--- src/design/assert_macros.svh ---
// ----------------------------------------------------------------------------
// assert_macros.svh
// Concurrent assertion macros shared by the RTL; compiled out with
// NO_ASSERTIONS.
// ----------------------------------------------------------------------------
`ifndef ASSERT_MACROS_SVH
`define ASSERT_MACROS_SVH
`ifndef NO_ASSERTIONS
// same-cycle implication, checked out of reset
`define ASSERT_IMP(lbl, clk, rstn, ante, cons) \
    lbl: assert property (@(posedge clk) disable iff (!(rstn)) (ante) |-> (cons)) \
        else $error("assertion failed: implication");
// next-cycle implication, checked out of reset
`define ASSERT_NXT(lbl, clk, rstn, ante, cons) \
    lbl: assert property (@(posedge clk) disable iff (!(rstn)) (ante) |=> (cons)) \
        else $error("assertion failed: next-cycle implication");
`else
`define ASSERT_IMP(lbl, clk, rstn, ante, cons)
`define ASSERT_NXT(lbl, clk, rstn, ante, cons)
`endif
`endif

--- src/design/bed_pkg.sv ---
// ----------------------------------------------------------------------------
// bed_pkg
// Character constants, the escape table and the result-group type.
// ----------------------------------------------------------------------------
package bed_pkg;

    localparam logic [7:0] CH_BSLASH = 8'h5C;
    localparam logic [7:0] CH_DOLLAR = 8'h24;
    localparam logic [7:0] CH_EQUALS = 8'h3D;
    localparam logic [7:0] CH_SPACE  = 8'h20;
    localparam logic [7:0] CH_N      = 8'h6E;
    localparam logic [7:0] CH_R      = 8'h72;
    localparam logic [7:0] CH_T      = 8'h74;
    localparam logic [7:0] CH_F      = 8'h66;
    localparam logic [7:0] CH_V      = 8'h76;

    localparam int unsigned MAX_RESULTS = 3;

    // up to three results caused by one input beat
    typedef struct packed {
        logic [MAX_RESULTS-1:0][7:0] bytes;
        logic [1:0]                  count;  // 0..3, 0 when nothing is sent
        logic                        bare;   // single bare end marker
        logic                        eos;    // group closes the string
    } grp_t;

    typedef struct packed {
        logic       known;
        logic [7:0] code;
    } esc_t;

    function automatic esc_t escape_map(input logic [7:0] b);
        esc_t r;
        r.known = 1'b1;
        unique case (b)
            CH_N:      r.code = 8'h0A;
            CH_R:      r.code = 8'h0D;
            CH_T:      r.code = 8'h09;
            CH_F:      r.code = 8'h0C;
            CH_V:      r.code = 8'h0B;
            CH_SPACE:  r.code = CH_SPACE;
            CH_BSLASH: r.code = CH_BSLASH;
            default: begin
                r.known = 1'b0;
                r.code  = b;
            end
        endcase
        return r;
    endfunction

endpackage

--- src/design/bed_decode.sv ---
// ----------------------------------------------------------------------------
// bed_decode
// Input register, decoder state and the single-pass decode of one beat
// into a group of up to three results.
// ----------------------------------------------------------------------------
module bed_decode (
    input  logic          aclk,
    input  logic          aresetn,
    input  logic [7:0]    s_in_byte,
    input  logic          s_last_byte,
    input  logic          s_valid,
    output logic          s_ready,
    output bed_pkg::grp_t grp_out,
    output logic          grp_valid,
    input  logic          grp_ready
);
    import bed_pkg::*;

    logic       in_valid_reg;
    logic [7:0] in_byte_reg;
    logic       in_last_reg;

    logic       esc_reg,  esc_next;
    logic [1:0] held_reg, held_next;
    logic       disc_reg, disc_next;

    grp_t       grp;
    logic [1:0] cnt;
    logic       plain;
    esc_t       em;
    logic       xfer;

    assign xfer      = in_valid_reg && grp_ready;
    assign s_ready   = !in_valid_reg || grp_ready;
    assign grp_valid = in_valid_reg;
    assign grp_out   = grp;

    always_comb begin
        grp       = '0;
        cnt       = 2'd0;
        plain     = 1'b0;
        esc_next  = esc_reg;
        held_next = held_reg;
        disc_next = disc_reg;
        em        = escape_map(in_byte_reg);

        if (disc_reg) begin
            // dropping the rest of the string
        end else if (esc_reg) begin
            esc_next = 1'b0;
            if (!em.known) begin
                grp.bytes[cnt] = CH_BSLASH;
                cnt            = cnt + 2'd1;
            end
            grp.bytes[cnt] = em.code;
            cnt            = cnt + 2'd1;
        end else if (held_reg == 2'd1) begin
            if (in_byte_reg == CH_DOLLAR && !in_last_reg) begin
                held_next = 2'd2;
            end else begin
                held_next      = 2'd0;
                grp.bytes[cnt] = CH_SPACE;
                cnt            = cnt + 2'd1;
                plain          = 1'b1;
            end
        end else if (held_reg == 2'd2) begin
            held_next = 2'd0;
            if (in_byte_reg == CH_EQUALS) begin
                disc_next = 1'b1;
            end else begin
                grp.bytes[cnt] = CH_SPACE;
                cnt            = cnt + 2'd1;
                grp.bytes[cnt] = CH_DOLLAR;
                cnt            = cnt + 2'd1;
                plain          = 1'b1;
            end
        end else begin
            held_next = 2'd0;
            plain     = 1'b1;
        end

        if (plain) begin
            if (in_byte_reg == CH_BSLASH && !in_last_reg) begin
                esc_next = 1'b1;
            end else if (in_byte_reg == CH_SPACE && !in_last_reg) begin
                held_next = 2'd1;
            end else begin
                grp.bytes[cnt] = in_byte_reg;
                cnt            = cnt + 2'd1;
            end
        end

        if (in_last_reg) begin
            if (cnt == 2'd0) begin
                grp.bare = 1'b1;
                cnt      = 2'd1;
            end
            grp.eos   = 1'b1;
            esc_next  = 1'b0;
            held_next = 2'd0;
            disc_next = 1'b0;
        end
        grp.count = cnt;
    end

    always_ff @(posedge aclk) begin
        if (!aresetn) begin
            in_valid_reg <= 1'b0;
            esc_reg      <= 1'b0;
            held_reg     <= 2'd0;
            disc_reg     <= 1'b0;
        end else begin
            if (s_valid && s_ready) begin
                in_valid_reg <= 1'b1;
            end else if (xfer) begin
                in_valid_reg <= 1'b0;
            end
            if (xfer) begin
                esc_reg  <= esc_next;
                held_reg <= held_next;
                disc_reg <= disc_next;
            end
        end
    end

    always_ff @(posedge aclk) begin
        if (s_valid && s_ready) begin
            in_byte_reg <= s_in_byte;
            in_last_reg <= s_last_byte;
        end
    end

endmodule

--- src/design/bed_serial.sv ---
// ----------------------------------------------------------------------------
// bed_serial
// Result register holding one group; sends its results one beat at a time.
// ----------------------------------------------------------------------------
module bed_serial (
    input  logic          aclk,
    input  logic          aresetn,
    input  bed_pkg::grp_t grp_in,
    input  logic          grp_valid,
    output logic          grp_ready,
    output logic [7:0]    m_out_byte,
    output logic          m_byte_valid,
    output logic          m_end_of_string,
    output logic          m_last_of_run,
    output logic          m_valid,
    input  logic          m_ready
);
    import bed_pkg::*;

    logic       hold_valid_reg;
    grp_t       grp_reg;
    logic [1:0] idx_reg;
    logic       at_last;

    assign at_last   = idx_reg == (grp_reg.count - 2'd1);
    assign grp_ready = !hold_valid_reg || (m_ready && at_last);

    assign m_valid         = hold_valid_reg;
    assign m_out_byte      = grp_reg.bare ? 8'h00 : grp_reg.bytes[idx_reg];
    assign m_byte_valid    = !grp_reg.bare;
    assign m_last_of_run   = at_last;
    assign m_end_of_string = at_last && grp_reg.eos;

    always_ff @(posedge aclk) begin
        if (!aresetn) begin
            hold_valid_reg <= 1'b0;
            idx_reg        <= 2'd0;
        end else if (grp_ready) begin
            // an empty group (held or swallowed byte) sends nothing
            hold_valid_reg <= grp_valid && (grp_in.count != 2'd0);
            idx_reg        <= 2'd0;
        end else if (m_ready) begin
            // group still has results after this beat
            idx_reg <= idx_reg + 2'd1;
        end
    end

    always_ff @(posedge aclk) begin
        if (grp_ready && grp_valid) begin
            grp_reg <= grp_in;
        end
    end

endmodule

--- src/design/backslash_escape_decoder.sv ---
// ----------------------------------------------------------------------------
// backslash_escape_decoder
// Decodes backslash escapes in a byte stream; up to three result beats per
// input beat.
// ----------------------------------------------------------------------------
// Takes one escaped character per input beat (s_last_byte marks the end of a
// string) and returns decoded characters. Backslash plus n, r, t, f, v, space
// or backslash becomes LF, CR, TAB, FF, VT, space or backslash; any other
// escaped byte comes out as backslash and the byte. The sequence space,
// dollar, equals drops the rest of the string; a held space or space-dollar
// is released when the pattern breaks. Every last input beat yields a
// result with m_end_of_string set, a bare one (m_byte_valid low, byte 0)
// if it produced no character. m_last_of_run marks the final result of each
// input beat. Throughput: an input beat is taken every cycle while m_ready
// is high and each beat yields at most one result; a beat with several
// results holds the result register for one m_ beat each while the input
// register in front absorbs one more beat. An s_ beat goes through the
// input register, then the result register. No clearing pass after reset.
// ----------------------------------------------------------------------------
`include "assert_macros.svh"

module backslash_escape_decoder (
    input  logic       aclk,
    input  logic       aresetn,
    // input channel
    input  logic [7:0] s_in_byte,
    input  logic       s_last_byte,
    input  logic       s_valid,
    output logic       s_ready,
    // result channel
    output logic [7:0] m_out_byte,
    output logic       m_byte_valid,
    output logic       m_end_of_string,
    output logic       m_last_of_run,
    output logic       m_valid,
    input  logic       m_ready
);
    import bed_pkg::*;

    grp_t grp;         // decoded group, input register side
    logic grp_valid;
    logic grp_ready;
    logic bare_shape;  // fields a bare marker must carry

    // input register, escape/hold/discard state, decode
    bed_decode u_decode (
        .aclk        (aclk),
        .aresetn     (aresetn),
        .s_in_byte   (s_in_byte),
        .s_last_byte (s_last_byte),
        .s_valid     (s_valid),
        .s_ready     (s_ready),
        .grp_out     (grp),
        .grp_valid   (grp_valid),
        .grp_ready   (grp_ready)
    );

    // result register, one beat per result
    bed_serial u_serial (
        .aclk            (aclk),
        .aresetn         (aresetn),
        .grp_in          (grp),
        .grp_valid       (grp_valid),
        .grp_ready       (grp_ready),
        .m_out_byte      (m_out_byte),
        .m_byte_valid    (m_byte_valid),
        .m_end_of_string (m_end_of_string),
        .m_last_of_run   (m_last_of_run),
        .m_valid         (m_valid),
        .m_ready         (m_ready)
    );

    assign bare_shape = m_end_of_string && m_last_of_run && (m_out_byte == 8'h00);

    // a bare marker is always the closing, single result of its string
    `ASSERT_IMP(a_bare_closes, aclk, aresetn, m_valid && !m_byte_valid, bare_shape)
    // end of string is always the last result of its input beat
    `ASSERT_IMP(a_eos_last, aclk, aresetn, m_valid && m_end_of_string, m_last_of_run)
    // a multi-result run goes out without a gap
    `ASSERT_NXT(a_run_cont, aclk, aresetn, m_valid && m_ready && !m_last_of_run, m_valid)

endmodule
--- config.mk ---
export PLATFORM = sky130hd
export DESIGN_NAME = backslash_escape_decoder
export DESIGN_NICKNAME = d
export VERILOG_FILES = /design/src/design/bed_pkg.sv /design/src/design/bed_decode.sv /design/src/design/bed_serial.sv /design/src/design/backslash_escape_decoder.sv
export VERILOG_INCLUDE_DIRS = /design/src /design/src/design
export SDC_FILE = /design/constraint.sdc
export NUM_CORES = 1
export LEC_CHECK = 0
export BUFFER_PORTS_ARGS = -buffer_cell sky130_fd_sc_hd__buf_2
export CAP_MARGIN = 15
export CORE_ASPECT_RATIO = 0.9
export CORE_UTILIZATION = 35
export CTS_CLUSTER_DIAMETER = 30
export DETAILED_ROUTE_END_ITERATION = 7
export GPL_ROUTABILITY_DRIVEN = 0
export SKIP_CTS_REPAIR_TIMING = 1
export SLEW_MARGIN = 0
export SYNTH_ARGS = -nofsm -noshare
export SYNTH_HDL_FRONTEND = slang
export SYNTH_SLANG_ARGS = --single-unit
--- constraint.sdc ---
create_clock -name aclk -period 6.5 [get_ports aclk]
set_input_delay 0.325 -clock aclk [delete_from_list [all_inputs] [get_ports aclk]]
set_output_delay 0.325 -clock aclk [all_outputs]
set_load 0.02 [all_outputs]
# Word level (Yosys, flattened, before mapping)
# Cells that the tools add are included.
[totals] regBits=45 output_inout_bits=13 input_bits=13
[op_classes] n_addsub=4 muxes=67 n_lt_le_gt_ge=5 n_reduce_logical=21 eq_ne=12 n_bitwise=1
[op_table] operator="2-to-1 mux 24 bit" n=4
[op_table] operator="2-to-1 mux 8 bit" n=9
[op_table] operator="one-hot mux 8 bit (7 select lines)" n=1
[op_table] operator="bitwise mux 24 bit" n=2
[op_table] operator="equality test 8 x 7 -> 1 bit, second input constant" n=6
[op_table] operator="2-to-1 mux 2 bit" n=20
[op_table] operator="demux 8 bit (select 2 bit)" n=2
[op_table] operator="2-to-1 mux 16 bit" n=2
[op_table] operator="equality test 8 x 6 -> 1 bit, second input constant" n=3
[op_table] operator="2-to-1 mux 1 bit" n=23
[op_table] operator="binary-select mux 8 bit (select 2 bit)" n=1
[op_table] operator="2-to-1 mux 14 bit" n=1
[op_table] operator="logical AND 1 bit" n=10
[op_table] operator="< comparator 2 x 3 -> 1 bit, second input constant" n=3
[op_table] operator="2-to-1 mux 7 bit" n=1
[op_table] operator="OR reduction 7 bit" n=1
[op_table] operator="adder 2 x 1 -> 2 bit, second input constant" n=3
[op_table] operator="2-to-1 mux 6 bit" n=1
[op_table] operator=">= comparator 2 x 1 -> 1 bit, second input constant" n=2
[op_table] operator="logical NOT 1 bit" n=4
[op_table] operator="nonzero test 2 bit" n=2
[op_table] operator="equality test 2 x 1 -> 1 bit, second input constant" n=1
[op_table] operator="equality test 2 bit" n=1
[op_table] operator="equality test 2 bit, second input constant" n=1
[op_table] operator="other kinds (5)" n=6

# Longest topological paths before layout
# Gate-level depths: netlist of the first run.
[logic_depth] word_depth=18 mapped_depth=10 ltp_nobuf=9

# Cells and area by module
# Synthesis of the first run repeated with hierarchy kept, for this count alone.
[hier_totals] cells_unflattened=228 area_unflattened_um2=2452.4
[modules_own_cells] mod="bed_serial" seq_area_each_um2=900.9 instances=1 cells_per_inst=90 area_per_inst_um2=1258.7
[modules_own_cells] mod="bed_decode" seq_area_each_um2=370.4 instances=1 cells_per_inst=138 area_per_inst_um2=1193.6

# Worst setup path before layout of the first run
# Ideal clock, no wire load.
[synth_timing] path_kind="reg-to-reg" start="register u_decode.in_byte_reg[1]" end="register u_serial.grp_reg[9] (netlist name) (data pin)" required_ns=6.240 n_path_buf=1 path_stages_with_launch=8 slack_ns=3.888 setup_ns=0.260 arrival_ns=2.352 cell_sequence="edfxtp_1 or4b_4 o41a_1 nor2_1 ha_1 and3_1 buf_2 mux2_4"
[synth_rtl] item="start: declaration" line="bed_decode.sv:20" text="logic [7:0] in_byte_reg;"
[synth_rtl] item="start signal: assignment" line="bed_decode.sv:128" text="in_byte_reg <= s_in_byte;"
[synth_rtl] item="end signal: assignment" line="bed_serial.sv:50" text="grp_reg <= grp_in;"
[synth_rtl] item="end: declaration" line="bed_serial.sv:21" text="grp_t grp_reg;"

==> impl.org, run 1 <==
** Die
- Core area :: 6656 µm²
- Boundary Pins :: 26
- DIE AREA :: between 7000 and 8000 µm²
- After floorplanning, the core was divided into 28 placement rows.
- Measured along the x axis, the die boundary spans around 90 µm.
- Height of the chip :: a little over 80 µm
- Starting Density :: between 30% and 40%

** Place
- Cell area after placement :: between 2000 and 3000 µm²
- Counting tap cells, the placed design contains a total of 331 instances.
- Post-Place Worst Slack :: between 3 and 4 ns
- Half-perimeter wire length after placement :: ~3.5 mm
- Input and output buffers added on the ports amount to 25.

** Critical path
- Crit path launch type :: flop
- The critical path starts at u_decode.in_byte_reg[1]$_DFFE_PP_.
- Required @ worst endpoint :: about 6.6 ns
- Arrival time of the worst setup path :: between 3 and 4 ns
- The critical path is of the reg -> reg type.
- Following the worst setup path forward leads to its endpoint at u_serial.grp_reg[9]$_DFFE_PP_.
- The startpoint identified for the worst register-to-register timing path is u_decode.in_byte_reg[1]$_DFFE_PP_.
- Cell-by-cell trace of the critical path :: nor4b_1 -> nand2_1 -> a41oi_1 -> ha_1 -> and3_1 -> mux2_4
- WP buf/inv :: 0
- The critical path runs through a total of 6 cells.
- The kind of cell with the highest combined delay along the critical path is simple AND/OR/NAND/NOR gates.
- In this run the worst path has a maximum fanout of 9.
- Flop2flop setup slack :: 3.46 ns
- Delay contributed by the slowest stage of the critical path :: approximately 0.64 ns
- Cell with the largest stage delay on the worst path :: sky130_fd_sc_hd__nor4b_1
- In this run the critical register-to-register path is captured at u_serial.grp_reg[9]$_DFFE_PP_.
- The worst setup path is captured at a flop.
- Number of cell instances on the worst register-to-register path :: 6

** Synth
- Synth Net Count :: roughly 240
- During synthesis, Yosys emitted a total of 0 warnings.
- Seq cells post-synth :: 45
- After Yosys synthesis, full adders, half adders and majority gates account for 1.532% of the synthesized area.
- For this run, the leading register cell type out of synthesis is sky130_fd_sc_hd__edfxtp_1.
- Count of flip-flops with a built-in enable after synthesis :: 37
- After Yosys synthesis, XOR and XNOR cells account for 1.430% of the synthesized area.
- Mux contribution to synthesized area :: under 10%
- In this run the cell area of the synthesized design comes to about 2400 µm².
- A synthesized cell averages approximately 11 µm².
- Sequential-to-total area share from yosys stat :: between 50% and 60%
- Unique masters post-synth :: 57
- Synthesis handed over a netlist of 226 instances.
- Of all flip-flops after synthesis, the portion carrying an async set or reset was 0%.
- Summing the areas of all compound-gate instances in the mapped netlist gives between 10% and 20% of the synthesized area.
- Simple-gate share of the synthesized area :: 20.94%
- By area, the combinational part of the netlist is dominated by simple AND/OR/NAND/NOR gates.

** Clock network
- TritonCTS built the clock tree.
- No sink is reached through more buffers than the 2 on the longest clock path.
- Clock transition at the register clock pins on the worst setup and hold paths after CTS :: approximately 0.09 ns
- Clock latency of the later-clocked register in the worst-skew pair :: roughly 0.3 ns
- CTS placed an instance of sky130_fd_sc_hd__clkbuf_8 at the clock tree root.
- Number of buffers added by the clock tree synthesis step :: 5
- Total number of clock tree sinks :: 45
- The H-tree was split into 2 levels.

** Route
- For this block, the routed nets add up to a little under 5 mm of wire.
- Remaining number of nets flagged by the antenna check after routing :: 0
- The detailed router finished its first iteration with a little under 90 violations.
- WL per Instance :: ~14 µm
- For this run, design rule violations remaining after detail routing come to 0.
- Per-cell via count in the routed design :: around 5.2
- Detailed routing inserted a total of roughly 1800 vias.
- The first TritonRoute pass finished after 4 iterations.

** Layout
- Net count of the finished layout :: between 200 and 300
- Ratio of cells with drive above 1 in the final layout :: 18.07%
- Synthesis-to-layout area growth :: 11.49%
- Number of diodes added for antenna fixing :: 0
- Excluding fillers, the count of instances in the completed layout stands at roughly 340.
- Summed area of non-filler cells in the final layout :: 2731 µm²
- The register with the most flip-flops in the layout has 28 of them.

** Timing
- Worst max-slew margin expressed relative to the limit :: 29.97%
- Setup tns final :: 0 ns
- In the finished design, the share of the clock period the worst path needs comes to 46.79%.
- For the final database, setup skew stands at about 0.012 ns.
- The total count of max-transition violations in the final report came to 0.
- The number of hold violations in the final report was 0.
- Timing would allow up to 328.8 MHz.
- Setup violations remaining at the end of the flow were counted as 0.
- RSZ-0062 raised after global routing :: no
- Minimum clock period after layout :: roughly 3.0 ns
- Final worst slack :: between 3 and 4 ns
- Actual transition at the worst max-transition pin :: between 1 and 1.5 ns

** GRT
- Global routing usage summed across all routing layers :: 14.31%
- The first global-routing pass estimated roughly 8 mm of wire.
- Largest net degree at the start of global routing :: 29
- Vias in the first global route :: about 1600
- Grt ovf :: 0
- Number of antenna violations at the first check in global routing :: 0

** Power and ir drop
- IR Drop Worst-Case VDD :: 0.1413 mV
- Static power due to leakage :: between 0.001 and 0.0015 µW
- Power density cells :: about 210 nW/µm²

** Run
- Count of max-cap constraint violations :: 0

** Worst hold path
- In this run the worst hold path is classified as in -> reg.
- Origin of the worst min-delay path :: s_last_byte

** Outcome
- The flow ran to the end, and the final reports show no timing, DRC or antenna violations.
-- where the power goes --
part / internal, µW / leakage [µW] / total (µW) / switching [µW]
Combinational: 22.4 / 0.000546 / 54.1 / 31.7
Sequential: 327 / 0.000418 / 340 / 12.6
Clock: 76.3 / 0.0000445 / 175 / 98.5
-- metal layers --
metal	track usage, %	routed length (µm)	vias to the layer above
li1	-	-	896
met1	20.93	2545	817
met2	21.45	2098	42
met3	2.809	191	5
met4	4.032	40	0
met5	0	0	-
-- cell type report --
cell class | count | area, µm²
Inverter | 10 | 37.54
Clock buffer | 5 | 68.82
Clock inverter | 3 | 21.27
Timing Repair Buffer | 25 | 125.1
Tap cell | 90 | 112.6
Sequential cell | 45 | 1271
Fill cell | 671 | 3925
Multi-Input combinational cell | 161 | 1095
-- worst min path at each step --
stage / slack (ns) / cells after the start / to
final: 0.20 / 1 / u_decode.in_last_reg$_DFFE_PP_
after global routing: 0.18 / 1 / u_decode.in_last_reg$_DFFE_PP_
after CTS: 0.18 / 1 / u_decode.in_last_reg$_DFFE_PP_
after detailed placement: 0.50 / 1 / u_decode.in_byte_reg[2]$_DFFE_PP_
after global placement: 0.50 / 1 / u_decode.in_byte_reg[2]$_DFFE_PP_
after floorplan: 0.42 / 0 / u_decode.in_byte_reg[0]$_DFFE_PP_
-- synthesized netlist by cell type (3+ instances only) --
library cell / count / area share (%)
sky130_fd_sc_hd__edfxtp_1: 37 / 45
sky130_fd_sc_hd__nor2_1: 27 / 4.1
sky130_fd_sc_hd__a21oi_1: 12 / 2.5
sky130_fd_sc_hd__inv_1: 10 / 1.5
sky130_fd_sc_hd__mux2i_1: 10 / 4.1
sky130_fd_sc_hd__nand2_1: 10 / 1.5
sky130_fd_sc_hd__nor2b_1: 10 / 2.6
sky130_fd_sc_hd__and3_1: 8 / 2.0
sky130_fd_sc_hd__dfxtp_1: 8 / 6.5
sky130_fd_sc_hd__o21ai_0: 8 / 1.6
sky130_fd_sc_hd__clkbuf_1: 6 / 0.92
sky130_fd_sc_hd__and2_1: 5 / 1.3
sky130_fd_sc_hd__o21a_1: 5 / 1.5
sky130_fd_sc_hd__nor3_1: 4 / 0.82
sky130_fd_sc_hd__a21o_1: 3 / 0.92
sky130_fd_sc_hd__a31oi_1: 3 / 0.77
sky130_fd_sc_hd__ha_1: 3 / 1.5
sky130_fd_sc_hd__nor4b_1: 3 / 1.1
-- cell families (layout without fill, tap and decap cells) --
group	after synthesis	count (layout)
flops	45	45
buf+inv	20	43
simple gates	89	89
compound gates	54	54
fa+ha+maj	3	3
xor+xnor	4	4
mux	11	11
-- through the flow --
step / power (µW) / util [%] / hold slack, ns
detailed placement: 401.2 / 39.68 / 0.5031
global placement: 400.0 / 39.68 / 0.5018
finish: 568.8 / 41.03 / 0.1966
CTS: 577.4 / 41.03 / 0.1849
global route: 595.6 / 41.03 / 0.1830
floorplan: 382.7 / - / 0.4239
-- cells in the final DEF, fill, tap and decap left out, types with 3 or more instances in the layout --
cell type                  Yosys  routed
sky130_fd_sc_hd__a21o_1        3       3
sky130_fd_sc_hd__a21oi_1      12      12
sky130_fd_sc_hd__a31oi_1       3       3
sky130_fd_sc_hd__and2_1        5       5
sky130_fd_sc_hd__and3_1        8       8
sky130_fd_sc_hd__buf_2         1      25
sky130_fd_sc_hd__clkbuf_8      0       5
sky130_fd_sc_hd__dfxtp_1       8       8
sky130_fd_sc_hd__edfxtp_1     37      37
sky130_fd_sc_hd__ha_1          3       3
sky130_fd_sc_hd__inv_1        10      10
sky130_fd_sc_hd__mux2i_1      10      10
sky130_fd_sc_hd__nand2_1      10      10
sky130_fd_sc_hd__nor2_1       27      27
sky130_fd_sc_hd__nor2b_1      10      10
sky130_fd_sc_hd__nor3_1        4       4
sky130_fd_sc_hd__nor4b_1       3       3
sky130_fd_sc_hd__o21a_1        5       5
sky130_fd_sc_hd__o21ai_0       8       8
-- worst register-to-register path: stages, from the launching register on --
cell and delay [ns]:
sky130_fd_sc_hd__edfxtp_1 0.50, sky130_fd_sc_hd__nor4b_1 0.64, sky130_fd_sc_hd__nand2_1 0.29, sky130_fd_sc_hd__a41oi_1 0.50, sky130_fd_sc_hd__ha_1 0.23, sky130_fd_sc_hd__and3_1 0.32
sky130_fd_sc_hd__mux2_4 0.33
(Power assumes the default switching activity.)
==> run 2, diff against run 1 <==
clock period = 3.13 ns   (was 6.5 ns; I/O delays follow)
==> run 2 against run 1 <==
  * Global-route usage is 0.55 points lower
  * Critical path depth stayed put
  * Fmax is 5.4% higher
  * First-iteration DRC count is 24% lower
  * Sequential power is 110% higher
  * Final cell count is 2.1% higher
  * Critical path type unchanged
  * Largest power group unchanged
  * Highest routed layer unchanged
==> impl.org, run 2 (same netlist as run 1, synthesis figures left out) <==
** Outcome
- Status :: completed

** Timing
- Actual transition at the worst max-transition pin :: just over 0.8 ns
- Static timing analysis puts the maximum clock frequency at roughly 350 MHz.
- The number of hold violations in the final report is 0.
- Headroom to the max-slew limit came out at between 40 and 50%.
- Of the available clock period, the critical path in the final layout requires between 90 and 100%.
- Fin Clk Skew :: 0.01012 ns
- Setup repair after global routing left no endpoint under its margin.
- The worst path needs approximately 2.9 ns of the cycle, external delays included.
- Fin. max-slew vios :: 0
- Final setup viols :: 0
- Setup tns final :: 0 ns

** Die
- The die covers about 7300 µm².
- Row generation in the floorplan step produced 28 rows.
- Height of the chip :: around 81 µm
- Core area :: ~6700 µm²
- From left edge to right edge, the die measures about 90 µm.
- Starting Density :: 36.80%
- Boundary Pins :: 26

** Layout
- The register with the most flip-flops in the layout has 28 of them.
- Compared with the post-synthesis result, the final layout area differs by 13.79%.
- After routing the design area is 2788 µm².
- The library cell used most frequently in the layout, excluding fill and tap cells, is sky130_fd_sc_hd__edfxtp_1.
- Measured on the finished design, the core utilization comes to about two fifths.
- The post-route netlist has about a fifth of its cells at a drive strength greater than 1.
- In the layout the commonest cells are sky130_fd_sc_hd__edfxtp_1, sky130_fd_sc_hd__nor2_1, sky130_fd_sc_hd__buf_2.
- 0 antenna diodes ended up in the layout.
- Net count of the finished layout :: roughly 270
- Filler instances :: 675

** Critical path
- Setup slack on the worst reg-to-reg path comes out at 0.24 ns.
- The worst register-to-register path has a depth of 6.
- Cell-by-cell trace of the critical path :: nor4b_1 -> nand4_1 -> a41oi_1 -> ha_1 -> and3_1 -> mux2_4
- The largest single stage delay on the critical path is between 0.5 and 0.6 ns.
- The critical path is of the reg -> reg type.
- STA classifies the critical path endpoint as a flop.
- Counting buffers and inverters, the worst setup path is 6 cells deep.
- STA puts the critical path data arrival time at approximately 3 ns.
- Required @ worst endpoint :: 3.18 ns
- Critical path fanouts, max :: 10
- Critical path origin :: u_decode.in_byte_reg[3]$_DFFE_PP_
- Capture instance of the worst register-to-register path :: u_serial.grp_reg[9]$_DFFE_PP_
- Beginning of the worst register-to-register path :: u_decode.in_byte_reg[3]$_DFFE_PP_
- The slowest stage of the critical path belongs to the cell sky130_fd_sc_hd__edfxtp_1.
- The worst setup path is launched from a flop.
- The kind of cell with the highest combined delay along the critical path is simple AND/OR/NAND/NOR gates.
- WP buf/inv :: 0
- The most critical setup path has its endpoint at u_serial.grp_reg[9]$_DFFE_PP_.

** Power and ir drop
- For this design the ratio of total power to cell area is about 430 nW/µm².
- Logic gate share of total power :: 10.3%
- NetSw :: approximately 300 µW
- The internal power of the cells totals 893.1 µW.
- Sequential share of power :: around 59%
- Static power due to leakage :: 0.001045 µW
- Switch share :: around 25%
- Power share of the clock group :: between 30 and 40%
- IR Drop Worst-Case VDD :: 0.2280 mV
- Tot Pwr :: about 1200 µW

** Route
- Initial DRT Pass Iterations :: 4
- Dividing the detail-routed wire length by the instance count gives roughly 14 µm.
- Number of remaining DRC errors :: 0
- Per-cell via count in the routed design :: between 5 and 6
- The routed design has ~4.8 mm of wire.
- Total number of vias :: 1765
- The first routing iteration left 67 violations.
- In this run the remaining antenna-violating nets after routing total 0.

** Worst hold path
- Class of the most critical hold timing path :: in -> reg

** Run
- Count of max-cap constraint violations :: 0

** GRT
- Entering global routing, the biggest net connects 29 pins.
- Global routing usage summed across all routing layers :: between 10% and 20%
- The first global-routing pass estimated 8.045 mm of wire.
- The via count of the first global-routing pass was about 1700.
- Grt ovf :: 0
- Number of antenna violations at the first check in global routing :: 0

** Place
- Input and output buffers added on the ports amount to 25.
- Cell area after placement :: about 2700 µm²
- Half-perimeter wire length after placement :: between 3 and 4 mm

** Clock network
- Number of buffers added by the clock tree synthesis step :: 5
- In this run the clock root is driven by a sky130_fd_sc_hd__clkbuf_8.
- Counting along the longest clock path gives a buffer depth of 2.
- After clock tree synthesis, the clock-pin slew on the worst setup and hold paths is 0.09 ns.
- TritonCTS built the clock tree.
- Clock latency of the later-clocked register in the worst-skew pair :: 0.30 ns
- CTS H-tree lvls :: 2
- Total number of clock tree sinks :: between 40 and 50
[run 2: changes by cell type in the layout (fill, tap and decap cells not counted)]
cell and delta:
sky130_fd_sc_hd__clkinv_2 -1, sky130_fd_sc_hd__buf_4 +7, sky130_fd_sc_hd__inv_6 +1
[run 2: power by group through the flow]
| stage | Combinational, µW | Sequential (µW) | Clock (µW) |
|---|---|---|---|
| 2_1_floorplan | 90.4 | 704 | 0 |
| 3_3_place_gp | 124 | 712 | 0 |
| 3_5_place_dp | 124 | 713 | 0 |
| 4_1_cts | 124 | 699 | 377 |
| 5_1_grt | 137 | 703 | 399 |
| 6_report | 123 | 699 | 369 |
[run 2: layout make-up]
cell class | instances | area, µm² | share of cell area, %
Multi-Input combinational cell | 161 | 1095 | 39.27
Clock inverter | 3 | 25.02 | 0.8977
Clock buffer | 5 | 68.82 | 2.469
Timing Repair Buffer | 32 | 177.7 | 6.373
Sequential cell | 45 | 1271 | 45.60
Tap cell | 90 | 112.6 | 4.040
Inverter | 10 | 37.54 | 1.347
[run 2: layer usage]
metal | GRT usage, % | wire (µm) | up-vias
met5 | 0 | 0 | -
met4 | 3.871 | 51 | 0
met3 | 2.903 | 125 | 6
met2 | 22.44 | 2109 | 33
met1 | 18.63 | 2470 | 822
li1 | - | - | 904
[run 2: stage by stage]
stage | instances | worst slack [ns] | hold WS, ns
2_1_floorplan | 226 | 0.5175 | 0.2554
3_3_place_gp | 338 | 0.3357 | 0.3330
3_5_place_dp | 338 | 0.2836 | 0.3346
4_1_cts | 346 | 0.2571 | 0.02268
5_1_grt | 346 | 0.07934 | 0.01389
6_report | 346 | 0.2438 | 0.02580
[run 2: worst min-delay path by stage]
stage / start / endpoint / cells past startpoint
finish: s_last_byte / u_decode.in_last_reg$_DFFE_PP_ / 1
global route: s_last_byte / u_decode.in_last_reg$_DFFE_PP_ / 1
CTS: s_last_byte / u_decode.in_last_reg$_DFFE_PP_ / 1
detailed placement: s_in_byte[6] / u_decode.in_byte_reg[6]$_DFFE_PP_ / 1
global placement: s_in_byte[7] / u_decode.in_byte_reg[7]$_DFFE_PP_ / 1
floorplan: s_in_byte[0] / u_decode.in_byte_reg[0]$_DFFE_PP_ / 0
